==> config.mk <==
export PLATFORM = sky130hd
export DESIGN_NAME = wildcard_signature_scan
export DESIGN_NICKNAME = d
export VERILOG_FILES = /design/src/hw/rtl/wss_pkg.sv /design/src/hw/rtl/wss_cell.sv /design/src/hw/rtl/wss_out_stage.sv /design/src/hw/rtl/wildcard_signature_scan.sv
export SDC_FILE = /design/constraint.sdc
export NUM_CORES = 1
export LEC_CHECK = 0
export ABC_CLOCK_PERIOD_IN_PS = 11000
export BUFFER_PORTS_ARGS = -buffer_cell sky130_fd_sc_hd__buf_2
export CAP_MARGIN = 20
export CORE_MARGIN = 3
export CORE_UTILIZATION = 23
export DETAILED_ROUTE_END_ITERATION = 16
export PLACE_DENSITY = 0.4
export SKIP_LAST_GASP = 1
export SLEW_MARGIN = 20
export SYNTH_ARGS = -nofsm -noshare
export SYNTH_HDL_FRONTEND = slang
export SYNTH_SLANG_ARGS = --single-unit
==> constraint.sdc <==
create_clock -name clk -period 11 [get_ports clk]
set_input_delay 0.55 -clock clk [delete_from_list [all_inputs] [get_ports clk]]
set_output_delay 0.55 -clock clk [all_outputs]
set_load 0.03 [all_outputs]
==> src/hw/rtl/wss_pkg.sv <==
`timescale 1ns / 1ps

package wss_pkg;

  localparam int PATTERN_SLOTS = 16;
  localparam int LEN_W = 5;
  localparam int CFG_IDX_W = 2;
  localparam int CFG_DATA_W = 64;
  localparam int RESULT_OFFSET_W = 32;
  localparam logic [7:0] WILDCARD = 8'h2A;

  localparam logic [CFG_IDX_W-1:0] CFG_PATTERN_LOW = 2'd0;
  localparam logic [CFG_IDX_W-1:0] CFG_PATTERN_HIGH = 2'd1;
  localparam logic [CFG_IDX_W-1:0] CFG_PATTERN_LENGTH = 2'd2;

  // per-cell control from the scan controller
  typedef struct packed {
    logic shift;
    logic active;
    logic [7:0] pattern;
  } cell_ctl_t;

  typedef struct packed {
    logic found;
    logic [RESULT_OFFSET_W-1:0] offset;
  } result_t;

  function automatic logic [7:0] pattern_byte(input logic [127:0] pat, input logic [3:0] idx);
    logic [7:0] b;
    b = pat[{idx, 3'b000} +: 8];
    return b;
  endfunction

endpackage

==> src/hw/rtl/wss_cell.sv <==
`timescale 1ns / 1ps

module wss_cell (
  input  logic                 clk,
  input  wss_pkg::cell_ctl_t   ctl,
  input  logic [7:0]           byte_in,
  output logic [7:0]           byte_out,
  output logic                 hit
);

  logic [7:0] win;

  always_ff @(posedge clk) begin
    if (ctl.shift) begin
      win <= byte_in;
    end
  end

  assign byte_out = win;

  // byte_in is what this cell holds after the shift
  assign hit = !ctl.active || (ctl.pattern == wss_pkg::WILDCARD) || (ctl.pattern == byte_in);

endmodule

==> src/hw/rtl/wss_out_stage.sv <==
`timescale 1ns / 1ps

module wss_out_stage (
  input  logic               clk,
  input  logic               rst,
  input  logic               in_valid,
  input  wss_pkg::result_t   in_res,
  output logic               room,
  output logic               out_valid,
  output wss_pkg::result_t   out_res,
  input  logic               out_ready
);

  logic valid;
  wss_pkg::result_t res;

  assign room = !valid || out_ready;

  always_ff @(posedge clk) begin
    if (rst) begin
      valid <= 1'b0;
    end else if (room) begin
      valid <= in_valid;
    end
  end

  always_ff @(posedge clk) begin
    if (room && in_valid) begin
      res <= in_res;
    end
  end

  assign out_valid = valid;
  assign out_res = res;

endmodule

==> src/hw/rtl/wildcard_signature_scan.sv <==
`timescale 1ns / 1ps

// wildcard byte pattern search over a streamed memory region
// s_* carries one region byte per beat, s_tlast on the final byte of the region.
// m_* carries at most one result per region: m_tuser = 1 with the start offset of
// the first match in m_tdata, or m_tuser = 0 and offset 0 when the region ended
// without a match. a match ends the search until the region's last beat.
// the cfg_* port writes pattern low word, pattern high word and pattern length
// (index 0, 1, 2); write it only while the block is idle.
// a byte window of MAX_PATTERN cells shifts once per accepted beat, except after a match
// or with pattern length 0; every cell compares its byte against its pattern byte in the
// same cycle. throughput: one byte per cycle while s_tready is high. a result appears on
// m_* in the cycle after the beat that causes it, held in a single output register.
// when the receiver stalls with a result pending, s_tready drops until it is taken;
// beats without a result still pass while the output register is free.
// rst (synchronous) clears pattern, offset counter, fill count and any pending result.
module wildcard_signature_scan #(
  parameter int MAX_PATTERN = 16,
  parameter int OFFSET_BITS = 32
) (
  input  logic        clk,
  input  logic        rst,
  input  logic        s_tvalid,
  output logic        s_tready,
  input  logic [7:0]  s_tdata,   // [7:0] data_byte
  input  logic        s_tlast,   // last_byte
  output logic        m_tvalid,
  input  logic        m_tready,
  output logic [31:0] m_tdata,   // [31:0] match_offset
  output logic        m_tuser,   // match_found
  input  logic        cfg_we,
  input  logic [wss_pkg::CFG_IDX_W-1:0]  cfg_index,
  input  logic [wss_pkg::CFG_DATA_W-1:0] cfg_wdata
);

  localparam int EFF_LEN = (MAX_PATTERN < wss_pkg::PATTERN_SLOTS) ?
                           MAX_PATTERN : wss_pkg::PATTERN_SLOTS;
  localparam int LW = wss_pkg::LEN_W;

  logic [63:0] pat_low;
  logic [63:0] pat_high;
  logic [LW-1:0] pat_len;

  logic [OFFSET_BITS-1:0] bytes_seen;
  logic [LW-1:0] fill;
  logic reported;

  logic accept;
  logic room;
  logic [LW-1:0] len_eff;
  logic [LW-1:0] fill_next;
  logic [OFFSET_BITS-1:0] seen_next;
  logic [OFFSET_BITS-1:0] start;
  logic [OFFSET_BITS+31:0] start_ext;
  logic shift;
  logic all_hit;
  logic hit;
  logic res_valid;
  wss_pkg::result_t res;
  wss_pkg::result_t out_res;

  logic [MAX_PATTERN-1:0] cell_hit;
  logic [7:0] cell_byte [MAX_PATTERN];

  always_ff @(posedge clk) begin
    if (rst) begin
      pat_low <= '0;
      pat_high <= '0;
      pat_len <= '0;
    end else if (cfg_we) begin
      case (cfg_index)
        wss_pkg::CFG_PATTERN_LOW:    pat_low <= cfg_wdata[63:0];
        wss_pkg::CFG_PATTERN_HIGH:   pat_high <= cfg_wdata[63:0];
        wss_pkg::CFG_PATTERN_LENGTH: pat_len <= cfg_wdata[LW-1:0];
        default: ;
      endcase
    end
  end

  assign len_eff = (pat_len > LW'(EFF_LEN)) ? LW'(EFF_LEN) : pat_len;

  assign accept = s_tvalid && s_tready;
  assign s_tready = room;
  assign shift = accept && !reported && (len_eff != '0);

  // fill saturates at the usable window length, enough for any compare
  assign fill_next = (fill < LW'(EFF_LEN)) ? fill + LW'(1) : fill;
  assign seen_next = bytes_seen + OFFSET_BITS'(1);
  assign start = seen_next - OFFSET_BITS'(len_eff);
  assign start_ext = {32'd0, start};

  genvar k;
  generate
    for (k = 0; k < MAX_PATTERN; k++) begin : g_cell
      wss_pkg::cell_ctl_t ctl;
      logic [LW-1:0] pidx;
      logic [7:0] nb_in;

      assign pidx = len_eff - LW'(1) - LW'(k);
      assign ctl.shift = shift;
      assign ctl.active = ({27'd0, len_eff} > 32'(k));
      assign ctl.pattern = wss_pkg::pattern_byte({pat_high, pat_low}, pidx[3:0]);

      if (k == 0) begin : g_head
        assign nb_in = s_tdata;
      end else begin : g_link
        assign nb_in = cell_byte[k-1];
      end

      wss_cell u_cell (
        .clk      (clk),
        .ctl      (ctl),
        .byte_in  (nb_in),
        .byte_out (cell_byte[k]),
        .hit      (cell_hit[k])
      );
    end
  endgenerate

  assign all_hit = &cell_hit;
  assign hit = !reported && ((len_eff == '0) || ((fill_next >= len_eff) && all_hit));
  assign res_valid = accept && (hit || (!reported && s_tlast));

  always_comb begin
    res.found = hit;
    res.offset = (hit && (len_eff != '0)) ? start_ext[31:0] : 32'd0;
  end

  always_ff @(posedge clk) begin
    if (rst) begin
      bytes_seen <= '0;
      fill <= '0;
      reported <= 1'b0;
    end else if (accept) begin
      if (s_tlast) begin
        bytes_seen <= '0;
        fill <= '0;
        reported <= 1'b0;
      end else begin
        if (shift) begin
          bytes_seen <= seen_next;
          fill <= fill_next;
        end
        if (hit) begin
          reported <= 1'b1;
        end
      end
    end
  end

  wss_out_stage u_out (
    .clk       (clk),
    .rst       (rst),
    .in_valid  (res_valid),
    .in_res    (res),
    .room      (room),
    .out_valid (m_tvalid),
    .out_res   (out_res),
    .out_ready (m_tready)
  );

  assign m_tdata = out_res.offset;
  assign m_tuser = out_res.found;

  a_no_result_after_report: assert property (@(posedge clk) disable iff (rst)
    (accept && reported && !s_tlast) |-> !res_valid)
    else $error("result after region already reported");

  a_region_clears: assert property (@(posedge clk) disable iff (rst)
    (accept && s_tlast) |=> (bytes_seen == '0 && fill == '0 && !reported))
    else $error("region state not cleared after last beat");

  a_not_found_only_on_last: assert property (@(posedge clk) disable iff (rst)
    (res_valid && !res.found) |-> s_tlast)
    else $error("not-found result before region end");

  a_fill_bounded: assert property (@(posedge clk) disable iff (rst)
    fill <= LW'(EFF_LEN))
    else $error("window fill beyond window length");

endmodule
Word level (Yosys, flattened, before mapping)
Index checks and enable logic that the tools add are counted.
Widths: inputs -> output; s select.
{"block": "classes", "n_addsub": 19, "n_lt_le_gt_ge": 19, "eq_ne": 34, "shift": 16, "muxes": 8, "n_reduce_logical": 73}
{"cell": "$shiftx 128x8->8", "n": 16}
{"cell": "$eq 8x6->1 const B", "n": 16}
{"cell": "$eq 8x8->1", "n": 16}
{"cell": "$mux 32", "n": 2}
{"cell": "$gt 5x4->1 const B", "n": 8}
{"cell": "$logic_or 1x1->1", "n": 35}
{"cell": "$add 32x1->32 const B", "n": 1}
{"cell": "$sub 32x5->32", "n": 1}
{"cell": "$sub 4x4->4 const B", "n": 8}
{"cell": "$gt 5x3->1 const B", "n": 4}
{"cell": "$mux 5", "n": 4}
{"cell": "$logic_not 1->1", "n": 18}
{"cell": "$reduce_and 16->1", "n": 1}
{"cell": "$sub 4x3->4 const B", "n": 4}
{"cell": "$gt 5x1->1 const B", "n": 2}
{"cell": "$gt 5x2->1 const B", "n": 2}
{"cell": "$reduce_and 2->1", "n": 5}
{"cell": "$logic_and 1x1->1", "n": 9}
{"cell": "$sub 4x1->4 const B", "n": 2}
{"cell": "$sub 4x2->4 const B", "n": 2}
{"cell": "$add 5x1->5 const B", "n": 1}
{"cell": "$ge 5x5->1", "n": 1}
{"cell": "$gt 5x5->1 const B", "n": 1}
{"cell": "$logic_not 5->1", "n": 1}
{"cell": "other kinds (7)", "n": 9}
{"block": "totals", "reg_bits": 325, "in_bits": 80}

Logic depth before layout (Yosys ltp)
Gate-level depths: netlist (run 1).
{"block": "logic_depth", "ltp_word": 15, "depth_mapped": 29}

Cells and area by module
From an unflattened synthesis (run 1), not the netlist that was laid out.
{"block": "hier_totals", "cells_unflattened": 2121, "hier_area_um2": 20912.6}
{"mod": "wildcard_signature_scan", "n_inst": 1, "cells_per_inst": 1731, "area_each_um2": 14000.9}
{"mod": "wss_cell", "n_inst": 16, "cells_per_inst": 22, "area_each_um2": 366.6}
{"mod": "wss_out_stage", "n_inst": 1, "cells_per_inst": 38, "area_each_um2": 1046.0}

Worst setup path before layout (run 1)
No wires, ideal clock.
{"block": "synth_timing", "path_kind": "register to register", "start": "reg pat_len[0]", "end": "reg bytes_seen[9]", "setup_time_ns": 0.070, "arrival_time_ns": 12.110, "path_slack_ns": -1.180, "stages_incl_launch_ff": 14, "period_less_slack_ns": 12.180, "path_cell_list": "dfxtp_1 > buf_4 > nand2b_4 > buf_6 > buf_4 > buf_4 > buf_4 > buf_1 > ha_1 > and3_1 > nor3_1 > nand2_1 > or4_1 > a21oi_1"}
{"block": "synth_between", "elab_chain_cells": 6}
{"element": "start, declared", "line": "wildcard_signature_scan.sv:42", "source": "logic [LW-1:0] pat_len;"}
{"element": "start signal, assigned", "line": "wildcard_signature_scan.sv:74", "source": "wss_pkg::CFG_PATTERN_LENGTH: pat_len <= cfg_wdata[LW-1:0];"}
{"element": "$gt 5x5->1", "line": "wildcard_signature_scan.sv:80", "source": "assign len_eff = (pat_len > LW'(EFF_LEN)) ? LW'(EFF_LEN) : pat_len;"}
{"element": "$mux 5 *", "line": "wildcard_signature_scan.sv:80"}
{"element": "$reduce_bool 5->1 *", "line": "wildcard_signature_scan.sv:84", "source": "assign shift = accept && !reported && (len_eff != '0);"}
{"element": "$logic_and 1x1->1 *", "line": "wildcard_signature_scan.sv:84"}
{"element": "named net shift", "line": "wildcard_signature_scan.sv:55", "source": "logic shift;"}
{"element": "$reduce_bool 2->1 (no source line) *"}
{"element": "$reduce_and 2->1 (no source line) *"}
{"element": "end signal, assigned", "line": "wildcard_signature_scan.sv:141", "source": "bytes_seen <= seen_next;"}
{"element": "end, declared", "line": "wildcard_signature_scan.sv:44", "source": "logic [OFFSET_BITS-1:0] bytes_seen;"}
The timed path passes the listed nets; every way through them passes the cells marked *.
A chain may end at the register's enable or synchronous reset.

Worst setup path after layout (run 1)
{"block": "layout_timing", "start": "reg pat_len[0]", "end": "reg u_out.res, in the netlist u_out.out_res[9] (data pin)"}
{"block": "layout_between", "elab_chain_cells": 13}
{"element": "$gt 5x5->1", "line": "wildcard_signature_scan.sv:80"}
{"element": "$mux 5 *", "line": "wildcard_signature_scan.sv:80"}
{"element": "$sub 4x1->4", "line": "wildcard_signature_scan.sv:99", "source": "assign pidx = len_eff - LW'(1) - LW'(k);"}
{"element": "$sub 4x1->4, or another cell as far along", "line": "wildcard_signature_scan.sv:99"}
{"element": "$shiftx 128x8->8", "line": "wss_pkg.sv:30", "source": "b = pat[{idx, 3'b000} +: 8];"}
{"element": "$eq 8x6->1", "line": "wss_cell.sv:22", "source": "assign hit = !ctl.active || (ctl.pattern == wss_pkg::WILDCARD) || (ctl.pattern == byte_in);"}
{"element": "$logic_or 1x1->1 (2 in series)", "line": "wss_cell.sv:22"}
{"element": "$reduce_and 16->1", "line": "wildcard_signature_scan.sv:120", "source": "assign all_hit = &cell_hit;"}
{"element": "$logic_and 1x1->1", "line": "wildcard_signature_scan.sv:121", "source": "assign hit = !reported && ((len_eff == '0) || ((fill_next >= len_eff) && all_hit));"}
{"element": "$logic_or 1x1->1", "line": "wildcard_signature_scan.sv:121"}
{"element": "$logic_and 1x1->1", "line": "wildcard_signature_scan.sv:121"}
{"element": "$logic_and 1x1->1", "line": "wildcard_signature_scan.sv:126", "source": "res.offset = (hit && (len_eff != '0)) ? start_ext[31:0] : 32'd0;"}
{"element": "end signal, assigned", "line": "wss_out_stage.sv:29", "source": "res <= in_res;"}
{"element": "end, declared", "line": "wss_out_stage.sv:15", "source": "wss_pkg::result_t res;"}
Every way passes the cells marked *; elsewhere a longest branch is shown, timed or not.

==> results.cfg, run 1 <==
[grt]
first_global_vias = 19700
grt_max_degree = 84
grt_pass1_wl_mm = 149
grt.overflow.total = 0
antenna_found_initial = 0
grt_use_total_pct = 19.3

[critical_path]
worst-path-max-fanout = 66
crit_slowest_cell = or3_2
cpMostUsedCell = buf_4
arrival_ns = 8.13
cp-end-kind = flip-flop
cpPeakStageDelay_ns = 0.86
cp_top_family = simple AND/OR/NAND/NOR gates
path_buf_inv = 5
crit_required_ns = 11.38
path_class = reg2reg
crit_path_start_kind = flip-flop
cp_cell_sequence = buf_4 > o21ai_0 > buf_4 > and3_1 > buf_4 > inv_1 > ha_1 > buf_4 > or2_2 > o22ai_1 > a221oi_1 > mux2i_1 > xor2_1 > nor3_1 > nand3_1 > a222oi_1 > nand4_1 > or3_2 > a2111oi_4

[clock_tree]
cts-hold-fix-buffers = 0
cts_tree = built
clkSinkCount = 325
postCtsSetupBuffers = 0
clk_path_buf_depth = 3
cts_htree_levels = 2
clock_latency_ns = 0.57
post_cts_resized = 0
clkTransAtPathRegs_ns = 0.06
clockRootBuffer = clkbuf_16
cts_buffers = 39

[timing]
period_share_pct = 70.4
hold_viol = 0
fin_worst_skew_ns = 0.0284
fmax_mhz = 129
finalSetupTns_ns = 0
max_slew_margin_pct = 22.7
period_needed_ns = 7.75
rsz0062_at_grt = false
setup_viol = 0
tightest_slew_ns = 1.16
slew_viol_final = 0

[cells_and_area]
finalNetCount = 2539
final_common_cell = nand2_1
finalNonFillerCells = 3819
final_cell_mix = 344 x nand2_1, 338 x mux2i_1, 186 x a21oi_1
ff_latch_area_um2 = 8040
drive_above_1_share_pct = 16.0
multi_input_area_um2 = 14500
final_util_pct = 26.3
area_growth_pct = 13.1
nFillCells = 10800

[route]
via_per_inst = 5.27
firstDrtPassIters = 7
drc = 0
antenna_left = 0
finalWirelength_mm = 105
avgRoutedWirePerCell_um = 27.4
initialDrtViolationCount = 2108
via_count = 20100

[synth]
synth-async-reset-ratio_pct = 0
syn_avg_cell_area_um2 = 9.67
synth_cell_types = 83
synthesis.area_um2 = 23400
synth_edf_count = 153
netlist_top_cells_area = edfxtp_1 20%, dfxtp_1 15%, mux2i_1 14%
yosysTopAreaCell = edfxtp_1
yosysWarnings = 0
synth-main-ff-cell = dfxtp_1
ys_ff_latch = 325
syn-num-nets = 2521
synth_top_area_share_pct = 19.7
synthCells = 2416
yosysSeqAreaShare_pct = 34.4

[place]
place_inst = 3750
dp_hpwl_mm = 82.5
port-buffer-count = 114
gp_congestion = 1.02

[power]
power.density_nw_per_um2 = 127
max-vdd-ir-drop_uv = 114
finalPower_mw = 3.36
p_leak_nw = 9.08

[run]
max_cap_viol_count = 0

[floorplan]
fp.dieW_um = 325
io_pins = 115
start_util_pct = 23.3
core-area_um2 = 100000
die_y_um = 325
die_area_um2 = 105000
rows = 116

[min_path]
hold_path.class = in2reg

[status]
status = complete, no violations
[metal layers]
layer | global-route usage [%] | part of all wire (%) | up-vias
met4 | 9.11 | 5.4 | 0
li1 | - | - | 9038
met5 | 0 | 0 | -
met1 | 25.6 | 43 | 10100
met3 | 2.76 | 6.3 | 180
met2 | 30.8 | 46 | 823
[per-stage QoR]
step           setup slack, ns  cell area (µm²)  hold WS, ns
2_1_floorplan             2.53            23400        0.426
3_3_place_gp              3.42            25200        0.464
3_5_place_dp              3.36            25200        0.471
4_1_cts                   3.32            26400        0.180
5_1_grt                   2.91            26400        0.199
6_report                  3.25            26400        0.217
[cells by family after synthesis]
logic type	after synthesis	share of synthesized area (%)
xor gates and xnor gates	186	7.04
adders and majority gates	25	1.37
DFF	325	34.4
muxes	461	25.0
buffers and inverters	205	3.97
and+or+nand+nor	755	15.6
AOI/OAI and AO/OA	459	12.6
[flip-flops by register name, summed over array words and instances, names as in the netlist]
signal	flops
pat_low	64
fill	5
reported	1
pat_high	64
g_cell.u_cell.byte_out	120
u_out.out_res	33
pat_len	5
bytes_seen	32
u_out.out_valid	1
[final timing paths]
| check | to | start | slack, ns | cells past startpoint |
|---|---|---|---|---|
| worst max-delay path | u_out.out_res[9]$_SDFFCE_PN0P_ | pat_len[0]$_SDFFE_PP0P_ | 3.25 | 19 |
| worst min-delay path | g_cell[0].u_cell.byte_out[5]$_DFFE_PP_ | s_tdata[5] | 0.22 | 1 |
| worst max register to register | u_out.out_res[9]$_SDFFCE_PN0P_ | pat_len[0]$_SDFFE_PP0P_ | 3.25 | 19 |
| worst min register to register | g_cell[1].u_cell.byte_out[5]$_DFFE_PP_ | g_cell[0].u_cell.byte_out[5]$_DFFE_PP_ | 0.49 | 0 |
[report_power, final]
part,internal [mW],switching (mW)
combinational,0.249,0.452
sequential,1.32,0.0710
clock,0.742,0.527
total,2.31,1.05
[Yosys cell counts, types with 10 or more instances]
master	instances
nand3b_1	13
mux2_2	26
a22oi_1	31
ha_1	24
nand3_1	37
nor2b_1	13
and3_1	17
buf_2	35
clkbuf_1	98
nor3_1	31
a21oi_1	186
xor2_1	72
a221oi_1	20
nor2_1	125
o21ai_0	48
o22ai_1	21
dfxtp_1	172
edfxtp_1	153
a31oi_1	23
a21o_1	12
nand2b_1	15
buf_1	31
a211oi_1	19
nor4_1	22
buf_4	10
mux2i_1	338
inv_1	19
nor3b_1	26
a22o_1	15
nand2_1	344
nand4_1	34
xnor2_1	112
mux4_2	96
nor2_2	24
a2bb2oi_1	13
[area by class of cell]
type,instances,area share (%)
flip-flops and latches,325,30.4
clock buffers,48,3.93
well taps,1357,6.42
multi-input cells,1886,54.7
clock inverters,20,0.715
repair buffers,159,3.45
inverters,23,0.331
diodes,1,0.00947
Note: power is estimated with default switching activity, not from simulation.
==> run 2: changes to the inputs <==
--- a/config.mk
+++ b/config.mk
@@ -5,7 +5,7 @@
 export SDC_FILE = /design/constraint.sdc
 export NUM_CORES = 1
 export LEC_CHECK = 0
-export ABC_CLOCK_PERIOD_IN_PS = 11000
+export ABC_CLOCK_PERIOD_IN_PS = 6700
 export BUFFER_PORTS_ARGS = -buffer_cell sky130_fd_sc_hd__buf_2
 export CAP_MARGIN = 20
 export CORE_MARGIN = 3
==> constraint.sdc (replaced) <==
create_clock -name clk -period 6.7 [get_ports clk]
set_input_delay 0.335 -clock clk [delete_from_list [all_inputs] [get_ports clk]]
set_output_delay 0.335 -clock clk [all_outputs]
set_load 0.03 [all_outputs]
==> run 2 against run 1 <==
Effect of this change: global-route usage up 0.11 points; total power up 71%; fmax up 24%; worst hold slack worse by 0.19 ns; final area up 3.4%; sequential power up 65%; setup slack worse by 2.8 ns; sequential share of layout area down 1.0 points; clock skew up 0.0087 ns; largest cell class unchanged; largest power group unchanged.
==> results.cfg, run 2 (synthesis gave the netlist of run 1 again) <==
[clock_tree]
post_cts_resized = 0
clockRootBuffer = clkbuf_16
cts_buffers = 38
clk_path_buf_depth = 3
clkSinkCount = 325
cts_htree_levels = 2
postCtsSetupBuffers = 0
clock_latency_ns = 0.59
clkTransAtPathRegs_ns = 0.07
cts_tree = built
cts-hold-fix-buffers = 54

[grt]
grt.met2_usage_pct = 31.5
antenna_found_initial = 3
met1_usage_pct = 25.5
grt_max_degree = 89
grt_use_met3_pct = 3.09
busiest_layer = met2
grt_pass1_wl_mm = 149
grt_use_total_pct = 19.4
grt.overflow.total = 0
first_global_vias = 19400

[critical_path]
cpPeakStageDelay_ns = 0.64
cp_cell_sequence = nand2b_4 > ha_2 > buf_4 > buf_4 > mux2i_1 > o22ai_1 > a211oi_1 > buf_4 > mux2i_1 > xor2_1 > nor3_1 > nand3_1 > a222oi_1 > buf_4 > nand4_1 > nor2b_1 > a211oi_4 > buf_12
cpMostUsedCell = buf_4
cp_top_family = compound AO/OA/AOI/OAI gates
arrival_ns = 6.51
path_class = reg2reg
cp_num_cells = 18
worst-path-max-fanout = 33
rr_worst_depth = 18
path_buf_inv = 5
cp-end-kind = flip-flop
timing.reg2reg.setup_slack_ns = 0.47
crit_slowest_cell = dfxtp_2
crit_required_ns = 6.97
crit_path_start_kind = flip-flop

[timing]
fmax_mhz = 160
fin_worst_skew_ns = 0.0371
period_share_pct = 93.0
setup_viol = 0
max_slew_margin_pct = 21.0
tightest_slew_ns = 1.18
slew_viol_final = 0
hold_viol = 0
period_needed_ns = 6.23
finalSetupTns_ns = 0
rsz0062_at_grt = false

[floorplan]
start_util_pct = 23.3
die_area_um2 = 105000
die_y_um = 325
core-area_um2 = 100000
io_pins = 115
fp.dieW_um = 325
rows = 116

[place]
dp_hpwl_mm = 84.4
gp_congestion = 1.04
port-buffer-count = 114

[route]
drc = 0
finalWirelength_mm = 106
avgRoutedWirePerCell_um = 27.3
firstDrtPassIters = 6
via_count = 20600
via_per_inst = 5.28
antenna_left = 0
initialDrtViolationCount = 2400

[cells_and_area]
final_util_pct = 27.2
nFillCells = 10700
drive_above_1_share_pct = 16.8
finalNetCount = 2617
ff_latch_area_um2 = 8040
final_cell_mix = 344 x nand2_1, 338 x mux2i_1, 186 x a21oi_1
final_common_cell = nand2_1
largest_reg_flops = 120
area_growth_pct = 16.9
multi_input_area_um2 = 14500

[min_path]
hold_path.class = in2reg
whs_path_depth = 1

[power]
power.switching_mw = 1.77
power.density_nw_per_um2 = 211
clkPwrFrac_pct = 39.2
p_leak_nw = 9.49
comb_power_share_pct = 20.9
p_int_mw = 3.98
power.share.sequential_pct = 39.9
swShare_pct = 30.8
max-vdd-ir-drop_uv = 143

[run]
max_cap_viol_count = 0

[status]
status = complete, no violations
run 2: cell types whose count changed in the layout (fill, tap and decap cells not counted), sizes merged:
cell         delta
inv             +1
dlygate4sd3    +54
clkbuf          +2
clkinvlp        +2
bufinv          +3
clkinv          -6
buf            +25
run 2: area by class of cell:
type                    count  area share, %
flip-flops and latches    325           29.4
multi-input cells        1886           52.9
repair buffers            238           6.14
diodes                      1        0.00916
inverters                  23          0.321
clock buffers              50           3.91
clock inverters            20           1.04
well taps                1357           6.21
run 2: worst reg2reg max path, delay by kind of cell, from the launching register on:
family / cells / cell delay [ns]
compound gates: 4 / 1.47
xor+xnor: 1 / 0.15
fa+ha+maj: 1 / 0.44
buf+inv: 5 / 1.46
flops: 1 / 0.64
mux: 2 / 0.55
simple gates: 5 / 1.20
run 2: power by group through the flow:
stage	Clock (mW)	Sequential [mW]	Combinational, mW
after floorplan	0	2.30	0.747
after global placement	0	2.34	1.17
after detailed placement	0	2.33	1.17
after CTS	2.33	2.29	1.20
after global routing	2.40	2.30	1.27
final	2.26	2.29	1.20
run 2: worst paths after layout:
path                                            from                                       to
max                          pat_len[4]$_SDFFE_PP0P_          u_out.out_res[26]$_SDFFCE_PN0P_
min                                       s_tdata[6]   g_cell[0].u_cell.byte_out[6]$_DFFE_PP_
max reg2reg                  pat_len[4]$_SDFFE_PP0P_          u_out.out_res[26]$_SDFFCE_PN0P_
min reg2reg  g_cell[12].u_cell.byte_out[5]$_DFFE_PP_  g_cell[13].u_cell.byte_out[5]$_DFFE_PP_
run 2: routing by layer:
metal  share of wire (%)  vias up
li1                    -     9201
met1                  43    10300
met2                  46      853
met3                 6.2      177
met4                 4.6        2
met5               0.012        -
run 2: through the flow:
stage                     worst slack [ns]  std cells  hold WS (ns)  total power [mW]  cell area [µm²]
after global routing                 0.208       3900       0.00892              5.97            27300
after CTS                            0.496       3899       0.00313              5.81            27300
after global placement               0.638       3775         0.467              3.50            25400
after detailed placement             0.547       3775         0.465              3.50            25400
after floorplan                      0.114       2416         0.426              3.05            23400
final                                0.468       3900        0.0250              5.75            27300
==> run 3: changes to the inputs <==
--- a/config.mk
+++ b/config.mk
@@ -11,7 +11,6 @@
 export CORE_MARGIN = 3
 export CORE_UTILIZATION = 23
 export DETAILED_ROUTE_END_ITERATION = 16
-export PLACE_DENSITY = 0.4
 export SKIP_LAST_GASP = 1
 export SLEW_MARGIN = 20
 export SYNTH_ARGS = -nofsm -noshare
==> run 3 against run 2 <==
Effect of this change: via count rose by 0.93%; wire length fell by 6.5%; final area fell by 1.3%; worst hold slack got worse by 0.010 ns; count of clock-buffer cells in the layout fell by 3; setup slack improved by 0.24 ns; combinational power barely moved; core utilization fell by 0.34 points; clock power fell by 4%; global-route usage fell by 1.3 points; critical endpoint is now u_out.out_res[30]$_SDFFCE_PN0P_.
==> results.cfg, run 3 (synthesis gave the netlist of run 1 again) <==
[cells_and_area]
area_growth_pct = 15.5
finalNonFillerCells = 3871
drive_above_1_share_pct = 17.4
final_common_cell = nand2_1
design_area_um2 = 27000
largest_reg_flops = 120
finalNetCount = 2588
final_cell_mix = 344 x nand2_1, 338 x mux2i_1, 186 x a21oi_1

[route]
firstDrtPassIters = 6
antenna_left = 0
initialDrtViolationCount = 2768
finalWirelength_mm = 99.5
via_per_inst = 5.37
via_count = 20800
drc = 0
avgRoutedWirePerCell_um = 25.7

[place]
place_area_um2 = 25500
pre_cts_slack_ns = 0.909
port-buffer-count = 114
gp_congestion = 1.10
place_inst = 3786
dp_hpwl_mm = 78.1

[timing]
period_share_pct = 89.5
fmax_mhz = 167
slew_viol_final = 0
hold_viol = 0
tightest_slew_ns = 1.16
fin_worst_skew_ns = 0.0240
rsz0062_at_grt = false
fin_ws_ns = 0.705
period_needed_ns = 6.00
finalSetupTns_ns = 0
setup_viol = 0
max_slew_margin_pct = 22.9

[floorplan]
core-area_um2 = 100000
start_util_pct = 23.3
io_pins = 115
die_y_um = 325
fp.dieW_um = 325
rows = 116
die_area_um2 = 105000

[critical_path]
crit_required_ns = 7.13
arrival_ns = 6.42
worst-path-max-fanout = 58
cp-end-kind = flip-flop
crit_path_start_kind = flip-flop
path_class = reg2reg

[power]
power.density_nw_per_um2 = 210
clkPwrFrac_pct = 38.4
power.share.sequential_pct = 40.3
swShare_pct = 31.1
max-vdd-ir-drop_uv = 171
power.switching_mw = 1.76
p_int_mw = 3.90
p_leak_nw = 9.37
comb_power_share_pct = 21.3

[clock_tree]
cts-hold-fix-buffers = 14
clockRootBuffer = clkbuf_16
clock_latency_ns = 0.57
clkTransAtPathRegs_ns = 0.07
clk_path_buf_depth = 3
cts_tree = built
cts_buffers = 38
post_cts_resized = 0
cts_htree_levels = 2
postCtsSetupBuffers = 0
clkSinkCount = 325

[grt]
grt.overflow.total = 0
grt_pass1_wl_mm = 141
grt_use_total_pct = 18.0
antenna_found_initial = 5
grt_max_degree = 84
first_global_vias = 19200

[status]
status = complete, no violations

[min_path]
hold_path.class = in2reg

[run]
max_cap_viol_count = 0
[run 3: changes by cell type in the layout (fill, tap and decap cells not counted), moves of 2 or more]
cell	delta
buf_4	+9
diode_2	+2
clkinv_4	+3
dlygate4sd3_1	-40
bufinv_16	-2
clkinv_2	+2
clkbuf_8	-2
clkbuf_1	-2
inv_6	-2
[run 3: worst paths after layout]
path / startpoint / endpoint / slack (ns) / cells past startpoint
setup / recovery: pat_len[1]$_SDFFE_PP0P_ / u_out.out_res[30]$_SDFFCE_PN0P_ / 0.70 / 17
hold reg to reg: g_cell[6].u_cell.byte_out[7]$_DFFE_PP_ / g_cell[7].u_cell.byte_out[7]$_DFFE_PP_ / 0.47 / 0
hold / removal: s_tdata[6] / g_cell[0].u_cell.byte_out[6]$_DFFE_PP_ / 0.01 / 1
setup reg to reg: pat_len[1]$_SDFFE_PP0P_ / u_out.out_res[30]$_SDFFCE_PN0P_ / 0.70 / 17
[run 3: power groups by stage]
stage | Combinational [mW] | Clock [mW] | Sequential (mW)
2_1_floorplan | 0.747 | 0 | 2.30
3_3_place_gp | 1.17 | 0 | 2.32
3_5_place_dp | 1.17 | 0 | 2.32
4_1_cts | 1.18 | 2.22 | 2.28
5_1_grt | 1.26 | 2.30 | 2.29
6_report | 1.21 | 2.17 | 2.28
[run 3: worst max-delay path, stage by stage, from the launching register on]
cell and delay (ns):
dfxtp_1 0.46, nand2b_2 0.20, ha_2 0.41, buf_4 0.73, nor2b_1 0.26, xnor2_1 0.11, o21ai_2 0.17, buf_4 0.29
mux4_2 0.36, nor4b_1 0.36, and3_1 0.21, a31oi_1 0.05, o32a_1 0.39, a211oi_1 0.50, nand4_1 0.25, or3_2 0.62
buf_12 0.23, nor2_1 0.12
[run 3: layout make-up]
cell class,instances,area (µm²)
timing repair buffer,209,1380
clock buffer,47,1060
inverter,23,87.6
fill,10800,73500
tap,1357,1700
clock inverter,21,253
sequential,325,8040
multi-input combinational,1886,14500
antenna,3,7.51
[run 3: stage by stage]
| step | hold slack, ns | utilization [%] | power (mW) |
|---|---|---|---|
| detailed placement | 0.461 | 25.4 | 3.49 |
| CTS | 0.000433 | 26.9 | 5.67 |
| global placement | 0.455 | 25.4 | 3.49 |
| global route | 0.00640 | 26.9 | 5.84 |
| floorplan | 0.426 | - | 3.05 |
| finish | 0.0148 | 26.9 | 5.66 |
[run 3: routing by layer]
layer | track usage, % | up-vias | part of all wire [%]
li1 | - | 9140 | -
met1 | 24.2 | 10200 | 41
met2 | 27.1 | 1160 | 43
met3 | 4.38 | 248 | 10
met4 | 8.70 | 4 | 5.9
met5 | 0 | - | 0.027
